===== config.mk =====
export PLATFORM = sky130hd
export DESIGN_NAME = wave_riff_stream_parser
export DESIGN_NICKNAME = d
export VERILOG_FILES = /design/src/hw/rtl/wrsp_pkg.sv /design/src/hw/rtl/wrsp_out_stage.sv /design/src/hw/rtl/wave_riff_stream_parser.sv
export SDC_FILE = /design/constraint.sdc
export NUM_CORES = 1
export LEC_CHECK = 0
export ABC_CLOCK_PERIOD_IN_PS = 14700
export BUFFER_PORTS_ARGS = -buffer_cell sky130_fd_sc_hd__buf_2
export CAP_MARGIN = 30
export CORE_UTILIZATION = 25
export DETAILED_ROUTE_END_ITERATION = 10
export GPL_TIMING_DRIVEN = 1
export PLACE_DENSITY_LB_ADDON = 0.15
export SLEW_MARGIN = 25
export SYNTH_ARGS = -nofsm -noshare
export SYNTH_HDL_FRONTEND = slang
export SYNTH_SLANG_ARGS = --single-unit

===== constraint.sdc =====
create_clock -name clk -period 14.7 [get_ports clk]
set_clock_uncertainty 0.1 [all_clocks]
set_input_delay 0.735 -clock clk [delete_from_list [all_inputs] [get_ports clk]]
set_output_delay 0.735 -clock clk [all_outputs]
set_load 0.02 [all_outputs]

===== src/hw/rtl/wrsp_pkg.sv =====
package wrsp_pkg;

  // Parser phases
  typedef enum logic [2:0] {
    PH_IDLE,
    PH_PREAMBLE,
    PH_HDR,
    PH_FMT,
    PH_DATA,
    PH_SKIP
  } phase_t;

  // Event kinds on event_kind
  localparam logic [3:0] EV_SAMPLE      = 4'd0;
  localparam logic [3:0] EV_NOT_RIFF    = 4'd1;
  localparam logic [3:0] EV_NOT_WAVE    = 4'd2;
  localparam logic [3:0] EV_BAD_TAG     = 4'd3;
  localparam logic [3:0] EV_BAD_CHAN    = 4'd4;
  localparam logic [3:0] EV_BAD_WIDTH   = 4'd5;
  localparam logic [3:0] EV_NO_FMT      = 4'd6;
  localparam logic [3:0] EV_PLAY_START  = 4'd7;
  localparam logic [3:0] EV_END         = 4'd8;

  // Little-endian chunk tags
  localparam logic [31:0] TAG_RIFF = 32'h4646_4952;
  localparam logic [31:0] TAG_WAVE = 32'h4556_4157;
  localparam logic [31:0] TAG_FMT  = 32'h2074_6D66;
  localparam logic [31:0] TAG_DATA = 32'h6174_6164;
  localparam logic [15:0] PCM_TAG  = 16'h0001;

  // Rate band thresholds
  localparam logic [31:0] RATE_LO  = 32'd12500;
  localparam logic [31:0] RATE_MID = 32'd25000;
  localparam logic [31:0] RATE_HI  = 32'd50000;

  typedef struct packed {
    logic [3:0]         kind;
    logic signed [15:0] value;
    logic               chan;
    logic [1:0]         band;
    logic               last;
  } evt_t;

endpackage


===== src/hw/rtl/wrsp_out_stage.sv =====
module wrsp_out_stage (
  input  logic               clk,
  input  logic               rst,
  input  logic               take,
  input  logic               has_evt,
  input  wrsp_pkg::evt_t     evt,
  output logic               room,
  output logic               out_valid,
  input  logic               out_ready,
  output logic [3:0]         event_kind,
  output logic signed [15:0] sample_value,
  output logic               sample_channel,
  output logic [1:0]         rate_band,
  output logic               chunk_last
);

  wrsp_pkg::evt_t evt_q;

  // free when empty or being drained this cycle
  assign room = !out_valid || out_ready;

  always_ff @(posedge clk) begin
    if (rst) begin
      out_valid <= 1'b0;
    end else if (take) begin
      out_valid <= has_evt;
    end else if (out_ready) begin
      out_valid <= 1'b0;
    end
  end

  always_ff @(posedge clk) begin
    if (take && has_evt) begin
      evt_q <= evt;
    end
  end

  assign event_kind     = evt_q.kind;
  assign sample_value   = evt_q.value;
  assign sample_channel = evt_q.chan;
  assign rate_band      = evt_q.band;
  assign chunk_last     = evt_q.last;

endmodule


===== src/hw/rtl/wave_riff_stream_parser.sv =====
// Streaming RIFF/WAVE parser. One file byte is taken per request on the input
// channel; file_start marks byte 0 of a new file and restarts the parser. The
// preamble must read "RIFF", size, "WAVE"; chunk headers follow. The first 16
// body bytes of a "fmt " chunk are parsed. A "data" chunk plays only for PCM tag
// 1, two channels and block_align/2 == 2: it gives a play-start event with the
// rate band, then signed 16-bit samples, left first, with chunk_last on the
// last one. Any other chunk is skipped (no pad byte). Parsing stops at byte
// offset riff_size + 8, reported when the next chunk header would start.
// Rate: one byte per clock while out_ready holds. Each byte is parsed in the cycle it is
// accepted and its result, if any, sits in the output register the next
// cycle. The single output register sets the rate: in_ready is high whenever
// that register is empty or being taken in the same cycle, so in_ready
// follows out_ready combinationally.
module wave_riff_stream_parser (
  input  logic               clk,
  input  logic               rst,
  input  logic               in_valid,
  output logic               in_ready,
  input  logic [7:0]         file_byte,
  input  logic               file_start,
  output logic               out_valid,
  input  logic               out_ready,
  output logic [3:0]         event_kind,
  output logic signed [15:0] sample_value,
  output logic               sample_channel,
  output logic [1:0]         rate_band,
  output logic               chunk_last
);

  // Parser state
  wrsp_pkg::phase_t phase, phase_next;
  logic [31:0] file_offset, file_offset_next;
  logic [31:0] riff_length, riff_length_next;
  logic [32:0] riff_end;  // riff_length + 8, registered from riff_length
  logic [31:0] chunk_tag, chunk_tag_next;
  logic [31:0] chunk_remaining, chunk_remaining_next;
  logic [2:0]  hdr_cnt, hdr_cnt_next;
  logic [15:0] format_tag, format_tag_next;
  logic [15:0] channel_count, channel_count_next;
  logic [31:0] sample_rate, sample_rate_next;
  logic [15:0] block_align, block_align_next;
  logic        format_seen, format_seen_next;
  logic [7:0]  low_byte_hold, low_byte_hold_next;
  logic [1:0]  byte_phase, byte_phase_next;
  logic [4:0]  fmt_index, fmt_index_next;

  logic [31:0]    off;
  logic [31:0]    rem_dec;
  logic           emit;
  wrsp_pkg::evt_t evt;
  logic           take;
  logic           room;

  assign in_ready = room;
  assign take     = in_valid && room;

  // ---------------------------------------------------------------------
  // Per-byte parse step
  // ---------------------------------------------------------------------
  always_comb begin
    // file_start wipes the state, then the byte is parsed as byte 0
    if (file_start) begin
      phase_next           = wrsp_pkg::PH_PREAMBLE;
      file_offset_next     = '0;
      riff_length_next     = '0;
      chunk_tag_next       = '0;
      chunk_remaining_next = '0;
      hdr_cnt_next         = '0;
      format_tag_next      = '0;
      channel_count_next   = '0;
      sample_rate_next     = '0;
      block_align_next     = '0;
      format_seen_next     = 1'b0;
      low_byte_hold_next   = '0;
      byte_phase_next      = '0;
      fmt_index_next       = '0;
    end else begin
      phase_next           = phase;
      file_offset_next     = file_offset;
      riff_length_next     = riff_length;
      chunk_tag_next       = chunk_tag;
      chunk_remaining_next = chunk_remaining;
      hdr_cnt_next         = hdr_cnt;
      format_tag_next      = format_tag;
      channel_count_next   = channel_count;
      sample_rate_next     = sample_rate;
      block_align_next     = block_align;
      format_seen_next     = format_seen;
      low_byte_hold_next   = low_byte_hold;
      byte_phase_next      = byte_phase;
      fmt_index_next       = fmt_index;
    end

    off     = file_offset_next;
    rem_dec = chunk_remaining_next - 32'd1;
    emit    = 1'b0;
    evt     = '0;

    // saturating byte offset
    if (phase_next != wrsp_pkg::PH_IDLE && off != 32'hFFFF_FFFF) begin
      file_offset_next = off + 32'd1;
    end

    unique case (phase_next)
      wrsp_pkg::PH_IDLE: begin
      end

      wrsp_pkg::PH_PREAMBLE: begin
        if (off < 32'd4 || off >= 32'd8) begin
          if (off[1:0] == 2'd0) begin
            chunk_tag_next = '0;
          end
          chunk_tag_next[{off[1:0], 3'b000} +: 8] = file_byte;
          if (off == 32'd3 && chunk_tag_next != wrsp_pkg::TAG_RIFF) begin
            phase_next = wrsp_pkg::PH_IDLE;
            emit       = 1'b1;
            evt.kind   = wrsp_pkg::EV_NOT_RIFF;
          end
          if (off == 32'd11) begin
            if (chunk_tag_next != wrsp_pkg::TAG_WAVE) begin
              phase_next = wrsp_pkg::PH_IDLE;
              emit       = 1'b1;
              evt.kind   = wrsp_pkg::EV_NOT_WAVE;
            end else begin
              phase_next   = wrsp_pkg::PH_HDR;
              hdr_cnt_next = '0;
            end
          end
        end else begin
          riff_length_next[{off[1:0], 3'b000} +: 8] = file_byte;
        end
      end

      wrsp_pkg::PH_HDR: begin
        if (hdr_cnt_next == 3'd0 && {1'b0, off} >= riff_end) begin
          phase_next = wrsp_pkg::PH_IDLE;
          emit       = 1'b1;
          evt.kind   = wrsp_pkg::EV_END;
        end else begin
          if (hdr_cnt_next == 3'd0) begin
            chunk_tag_next       = '0;
            chunk_remaining_next = '0;
          end
          if (!hdr_cnt_next[2]) begin
            chunk_tag_next[{hdr_cnt_next[1:0], 3'b000} +: 8] = file_byte;
          end else begin
            chunk_remaining_next[{hdr_cnt_next[1:0], 3'b000} +: 8] = file_byte;
          end
          if (hdr_cnt_next != 3'd7) begin
            hdr_cnt_next = hdr_cnt_next + 3'd1;
          end else begin
            hdr_cnt_next = '0;
            if (chunk_tag_next == wrsp_pkg::TAG_FMT) begin
              format_tag_next    = '0;
              channel_count_next = '0;
              sample_rate_next   = '0;
              block_align_next   = '0;
              format_seen_next   = 1'b1;
              fmt_index_next     = '0;
              phase_next = (chunk_remaining_next != '0) ? wrsp_pkg::PH_FMT
                                                        : wrsp_pkg::PH_HDR;
            end else if (chunk_tag_next == wrsp_pkg::TAG_DATA) begin
              emit = 1'b1;
              if (!format_seen_next) begin
                evt.kind = wrsp_pkg::EV_NO_FMT;
              end else if (format_tag_next != wrsp_pkg::PCM_TAG) begin
                evt.kind = wrsp_pkg::EV_BAD_TAG;
              end else if (channel_count_next != 16'd2) begin
                evt.kind = wrsp_pkg::EV_BAD_CHAN;
              end else if (block_align_next[15:1] != 15'd2) begin
                evt.kind = wrsp_pkg::EV_BAD_WIDTH;
              end else begin
                evt.kind = wrsp_pkg::EV_PLAY_START;
              end
              if (evt.kind == wrsp_pkg::EV_PLAY_START) begin
                if (sample_rate_next < wrsp_pkg::RATE_LO) begin
                  evt.band = 2'd0;
                end else if (sample_rate_next < wrsp_pkg::RATE_MID) begin
                  evt.band = 2'd1;
                end else if (sample_rate_next < wrsp_pkg::RATE_HI) begin
                  evt.band = 2'd2;
                end else begin
                  evt.band = 2'd3;
                end
                byte_phase_next    = '0;
                low_byte_hold_next = '0;
                phase_next = (chunk_remaining_next != '0) ? wrsp_pkg::PH_DATA
                                                          : wrsp_pkg::PH_HDR;
              end else begin
                phase_next = (chunk_remaining_next != '0) ? wrsp_pkg::PH_SKIP
                                                          : wrsp_pkg::PH_HDR;
              end
            end else begin
              phase_next = (chunk_remaining_next != '0) ? wrsp_pkg::PH_SKIP
                                                        : wrsp_pkg::PH_HDR;
            end
          end
        end
      end

      wrsp_pkg::PH_FMT: begin
        if (!fmt_index_next[4]) begin
          case (fmt_index_next[3:0])
            4'd0:  format_tag_next[7:0]     = file_byte;
            4'd1:  format_tag_next[15:8]    = file_byte;
            4'd2:  channel_count_next[7:0]  = file_byte;
            4'd3:  channel_count_next[15:8] = file_byte;
            4'd4:  sample_rate_next         = {24'd0, file_byte};
            4'd5:  sample_rate_next[15:8]   = file_byte;
            4'd6:  sample_rate_next[23:16]  = file_byte;
            4'd7:  sample_rate_next[31:24]  = file_byte;
            4'd12: block_align_next[7:0]    = file_byte;
            4'd13: block_align_next[15:8]   = file_byte;
            default: begin
            end
          endcase
          fmt_index_next = fmt_index_next + 5'd1;
        end
        chunk_remaining_next = rem_dec;
        if (rem_dec == '0) begin
          phase_next = wrsp_pkg::PH_HDR;
        end
      end

      wrsp_pkg::PH_DATA: begin
        chunk_remaining_next = rem_dec;
        if (!byte_phase_next[0]) begin
          low_byte_hold_next = file_byte;
        end else begin
          emit      = 1'b1;
          evt.kind  = wrsp_pkg::EV_SAMPLE;
          evt.value = {file_byte, low_byte_hold_next};
          evt.chan  = byte_phase_next[1];
          evt.last  = (rem_dec == '0);
        end
        byte_phase_next = byte_phase_next + 2'd1;
        if (rem_dec == '0) begin
          phase_next = wrsp_pkg::PH_HDR;
        end
      end

      wrsp_pkg::PH_SKIP: begin
        chunk_remaining_next = rem_dec;
        if (rem_dec == '0) begin
          phase_next = wrsp_pkg::PH_HDR;
        end
      end

      default: begin
        phase_next = wrsp_pkg::PH_IDLE;
      end
    endcase
  end

  always_ff @(posedge clk) begin
    if (rst) begin
      phase           <= wrsp_pkg::PH_IDLE;
      file_offset     <= '0;
      riff_length     <= '0;
      chunk_tag       <= '0;
      chunk_remaining <= '0;
      hdr_cnt         <= '0;
      format_tag      <= '0;
      channel_count   <= '0;
      sample_rate     <= '0;
      block_align     <= '0;
      format_seen     <= 1'b0;
      low_byte_hold   <= '0;
      byte_phase      <= '0;
      fmt_index       <= '0;
    end else if (take) begin
      phase           <= phase_next;
      file_offset     <= file_offset_next;
      riff_length     <= riff_length_next;
      chunk_tag       <= chunk_tag_next;
      chunk_remaining <= chunk_remaining_next;
      hdr_cnt         <= hdr_cnt_next;
      format_tag      <= format_tag_next;
      channel_count   <= channel_count_next;
      sample_rate     <= sample_rate_next;
      block_align     <= block_align_next;
      format_seen     <= format_seen_next;
      low_byte_hold   <= low_byte_hold_next;
      byte_phase      <= byte_phase_next;
      fmt_index       <= fmt_index_next;
    end
  end

  // End offset; riff_length settles at byte 7, first used at byte 12 or later
  always_ff @(posedge clk) begin
    riff_end <= {1'b0, riff_length} + 33'd8;
  end

  wrsp_out_stage u_out (
    .clk            (clk),
    .rst            (rst),
    .take           (take),
    .has_evt        (emit),
    .evt            (evt),
    .room           (room),
    .out_valid      (out_valid),
    .out_ready      (out_ready),
    .event_kind     (event_kind),
    .sample_value   (sample_value),
    .sample_channel (sample_channel),
    .rate_band      (rate_band),
    .chunk_last     (chunk_last)
  );

endmodule


# == After elaboration in Yosys (flattened, before gate mapping) ==
# Cells that the tools add are included.
# Widths: inputs -> output; s select.
# word_totals
input_bits,13
out_inout_bits,26
reg_bits,288
wordCells,234
# classes
order_cmp,6
n_bitwise,3
n_reduce_logical,20
n_mux,145
n_eq_ne,26
add_sub_neg,8
shift,4
# ops
cell,n
$mux 32,30
$mux 16,15
$pmux 32 s2,3
$bwmux 32,4
$mux 8,14
$pmux 16 s2,3
$ne 32x31->1 const B,2
$pmux 8 s2,4
$shift 8x7->32 const A,2
$shiftx 8x7->32,2
$mux 3,20
$mux 4,12
$add 32x4->33 const B,1
$ge 32x33->1,1
$add 32x1->32 const B,1
$eq 32x2->1 const B,1
$eq 32x30->1 const B,1
$eq 32x31->1 const B,1
$eq 32x4->1 const B,1
$ge 32x4->1 const B,1
$logic_not 32->1,1
$lt 32x14->1 const B,1
$lt 32x15->1 const B,1
$lt 32x16->1 const B,1
other kinds (41),89

# == Logic depth before layout (Yosys ltp) ==
# depth
depth_word,22
depth_mapped,21
ltp_nobuf,12

# == Hierarchy ==
# From an unflattened synthesis, not the netlist that was laid out.
# hier_totals
cells_unflattened,2408
area_unflattened_um2,18316.3
# modules_own_cells
mod,cells_per_inst,seq_area_each_um2,area_each_um2,n_inst
wave_riff_stream_parser,2379,5205.0,17535.6,1
wrsp_out_stage,29,740.7,780.7,1

# == Worst setup path before layout ==
# Ideal clock, no wire load.
# synth_path
path_type,in2reg
start,in file_start
end,"reg u_out.evt_q (netlist bit u_out.chunk_last), enable pin"
setup_time_ns,0.405
arrival_ns,5.326
required_ns,14.195
path_slack_ns,8.870
cell_stages,16
n_path_buf,5
cell_sequence,inv_1 -> clkbuf_1 -> buf_1 -> clkbuf_1 -> buf_1 -> nand2_1 -> ha_1 -> buf_2 -> nor4b_2 -> and3_1 -> o21ai_0 -> nor4_1 -> and4_1 -> a21o_1 -> a211oi_2 -> nor2_1
# synth_via
elab_chain_cells,16
word_cells_on_any_way,51
cone_classes,add/sub (2); order compare (3); eq/ne (10); shift (4); mux (26); reduce/logical (6)
# synth_lines
element,line_no,rtl
start: declaration,wave_riff_stream_parser.sv:20,"input logic file_start,"
"parallel branches: the longest is 14 deep, another holds $neg 5->7",n/a,
$pmux 1 s3 (*),wave_riff_stream_parser.sv:104,unique case (phase_next)
$logic_and 1x1->1 (*),wrsp_out_stage.sv:33,if (take && has_evt) begin
end signal: assignment,wrsp_out_stage.sv:34,evt_q <= evt;
end: declaration,wrsp_out_stage.sv:17,wrsp_pkg::evt_t evt_q;
# Mark *: on every way between the ends. The select of a mux whose other input is x is not followed.
# A chain may end at the register's enable or synchronous reset.

# == Worst setup path after layout ==
# layout_path
start,reg hdr_cnt[0]
end,reg block_align[7]
# layout_via
elab_chain_cells,14
word_cells_on_any_way,19
cone_classes,add/sub (1); eq/ne (2); shift (2); mux (12); reduce/logical (2)
# layout_lines
element,line_no,rtl
start: declaration,wave_riff_stream_parser.sv:37,"logic [2:0] hdr_cnt, hdr_cnt_next;"
start signal: assignment,wave_riff_stream_parser.sv:277,hdr_cnt <= hdr_cnt_next;
$mux 3 (*),wave_riff_stream_parser.sv:62,if (file_start) begin
"parallel branches: the longest is 11 deep, another holds $neg 5->7",n/a,
$mux 16 (*),wave_riff_stream_parser.sv:135,"if (hdr_cnt_next == 3'd0 && {1'b0, off} >= riff_end) begin"
$pmux 16 s2 (*),wave_riff_stream_parser.sv:104,
end signal: assignment,wave_riff_stream_parser.sv:281,block_align <= block_align_next;
end: declaration,wave_riff_stream_parser.sv:41,"logic [15:0] block_align, block_align_next;"
# Marked as above.

==> flow_summary.yaml <==
status:
  outcome: "complete, no violations"
power:
  total_power_mw: 1.86
  power_density_nw_per_um2: 91.2
  p_leak_nw: 7.02
  peakVddDrop_uv: 48.8
logic_synthesis:
  synthesis.area_um2: 18200
  ys_top_cells_by_count: "261 x dfxtp_1, 254 x nand2_1, 213 x nor2_1"
  synth_seq_cells: 285
  yosysWarnings: 0
  synthFlopType: "dfxtp_1"
  yosys.area.top_type: "dfxtp_1"
  synth_fp_nets: 2421
  synth_cell_types: 98
  ys_top_cells_by_area: "dfxtp_1 29%, nand2_1 5.2%, nor2_1 4.4%"
  synth.avg_cell_area_um2: 7.72
  yosysMostFrequentCell: "dfxtp_1"
  yosysSeqAreaShare_pct: 32.7
  synth_top_area_share_pct: 28.7
  synthArstFlopShare_pct: 0
  syn_inst: 2357
  synth-edff-count: 24
worst_setup_path:
  worstSetupPathType: "flip-flop to flip-flop"
  crit_path_start_kind: "flip-flop"
  worstPathMaxFanout: 41
  crit_path_max_incr_delay_ns: 0.68
  cp_cell_sequence: "nand2b_1 > ha_1 > and3b_1 > and2_1 > a22oi_1 > nand3b_1 > nor4_4 > a31oi_4 > nor3_4 > buf_4 > o21ai_0"
  crit_path_end_kind: "flip-flop"
  crit_slowest_cell: "nor3_4"
  cp.arrival_ns: 5.79
  worstPathRequired_ns: 15.01
final_layout:
  stdcell_count: 3282
  fin_nets: 2367
  fillCellCount: 7756
  post-route-cell-area_um2: 20400
  drive_gt1_share_pct: 8.58
  synthToLayoutAreaGrowth_pct: 12.3
  num_antenna_cells: 0
floorplan:
  ioPinCount: 39
  die-height_um: 272
  rows: 98
  die_w_um: 272
  coreArea_um2: 71700
  initial_utilization_pct: 25.4
  dieArea_um2: 73900
clock_network:
  htree_levels: 2
  cts_resized: 0
  clkSlewWorstSetupHoldPaths_ns: 0.06
  root_buffer: "clkbuf_16"
  cts_tree: "yes"
  holdBufCountCts: 0
  clkLatencyLatePin_ns: 0.57
  numCtsBuffers: 38
  postCtsSetupBuffers: 0
  clockBufferDepth: 3
  cts_num_sinks: 285
place:
  hpwl_um: 54800
  place.gp.congestion: 0.923
  dpl.cell_count: 3211
  dpl_cell_area_um2: 19200
  port_buffers: 38
global_routing:
  overflow: 0
  grt_max_degree: 82
  antenna_found_initial: 2
  grt_first_pass_wirelength_um: 121000
  grt_pass1_vias: 18200
  grt_usage_pct: 21.3
route:
  ant_nets: 0
  drt_iter0_drc: 2232
  detail_route.drc_violations: 0
  vias: 19000
  routed_wl_um: 80500
  vias_per_cell: 5.78
  dr.pass1.iters: 6
  wl_per_cell_um: 24.5
timing:
  hold_viol: 0
  fin_crit_ns: 5.48
  holdWs_ns: 0.252
  slew_headroom_pct: 27.0
  fmax_mhz: 182
  setup_viol: 0
  drv_slew: 0
  rsz0062_at_grt: "false"
  tightest_slew_ns: 1.08
  tns_ns: 0
  fin_crit_sh_pct: 37.3
job:
  max_cap_viol_count: 0
worst_hold_path:
  worstHoldPathType: "flip-flop to flip-flop"
==> placed cells by master, fill, tap and decap left out, drive strengths merged, types with 11 or more instances in the layout <==
cell,instances
dfxtp,261
o31ai,18
a311oi,12
a22o,20
nor2b,71
a32oi,67
o21ai,150
inv,85
a22oi,82
o22ai,23
nor3,74
edfxtp,24
and3,41
a211oi,13
xor2,28
and2,28
nor4b,11
a31oi,42
or4,11
a32o,11
nand4,45
o32ai,11
buf,81
clkbuf,58
nand2b,26
nand2,254
o211ai,20
a21o,14
xnor2,37
nand3,74
nor2,213
or2,12
nor4,48
a21oi,131
clkinv,11
a221oi,11
ha,51
==> layer usage <==
layer | global-route usage [%] | up-vias | wire length, um
li1 | - | 8676 | -
met1 | 29.9 | 9305 | 36600
met2 | 32.7 | 844 | 35200
met3 | 4.02 | 140 | 6380
met4 | 6.67 | 0 | 2320
met5 | 0 | - | 0
==> report_power, final <==
| part | internal (mW) | total [mW] | leakage, nW | switching (mW) |
|---|---|---|---|---|
| Sequential | 0.785 | 0.790 | 2.38 | 0.00466 |
| Combinational | 0.0378 | 0.169 | 4.05 | 0.131 |
| Clock | 0.531 | 0.904 | 0.586 | 0.374 |
| Total | 1.35 | 1.86 | 7.02 | 0.509 |
==> final cells by class <==
cell class / count / area [um2] / area share, %
Clock inverter: 12 / 58.8 / 0.288
Timing Repair Buffer: 82 / 529 / 2.59
Clock buffer: 57 / 1130 / 5.55
Sequential cell: 285 / 5950 / 29.1
Multi-Input combinational cell: 1811 / 11300 / 55.1
Tap cell: 950 / 1190 / 5.82
Inverter: 85 / 322 / 1.57
==> worst paths after layout <==
path	startpoint	endpoint	slack, ns	cells past startpoint
worst max-delay path	hdr_cnt[0]$_SDFFE_PP0P_	block_align[7]$_SDFFE_PP0P_	9.22	11
worst min-delay path	riff_length[1]$_SDFFE_PP0P_	riff_end[1]$_DFF_P_	0.25	0
worst max register to register	hdr_cnt[0]$_SDFFE_PP0P_	block_align[7]$_SDFFE_PP0P_	9.22	11
worst min register to register	riff_length[1]$_SDFFE_PP0P_	riff_end[1]$_DFF_P_	0.25	0
==> flip-flops by register name, indices dropped and copies added, names as in the netlist, 3 cells and up <==
| register | flops |
|---|---|
| riff_end | 33 |
| file_offset | 32 |
| low_byte_hold | 8 |
| phase | 3 |
| fmt_index | 5 |
| channel_count | 16 |
| chunk_remaining | 32 |
| hdr_cnt | 3 |
| chunk_tag | 32 |
| riff_length | 32 |
| format_tag | 16 |
| block_align | 15 |
| sample_rate | 30 |
| u_out.sample_value | 16 |
| u_out.event_kind | 4 |
==> through the flow <==
stage               util (%)  setup slack (ns)
finish                  28.5              9.22
detailed placement      26.8              8.50
floorplan                  -              8.87
global placement        26.8              8.76
CTS                     28.5              9.01
global route            28.5              9.00
==> critical path, delay by kind of cell (launching register included) <==
family	cells	cell delay (ns)
fa+ha+maj	1	0.49
buf+inv	1	0.48
flops	1	0.67
compound gates	3	0.79
simple gates	6	2.73
==> logic make-up after synthesis <==
kind of cell	after synthesis	share of synthesized area (%)
AND/OR/NAND/NOR	968	27.3
buffers and inverters	261	5.77
adder cells (fa/ha/maj)	51	3.51
flip-flops	285	32.7
multiplexers	3	0.165
XOR/XNOR	65	3.13
AO/OA/AOI/OAI	724	27.4
Power figures use the tool's default switching activity.
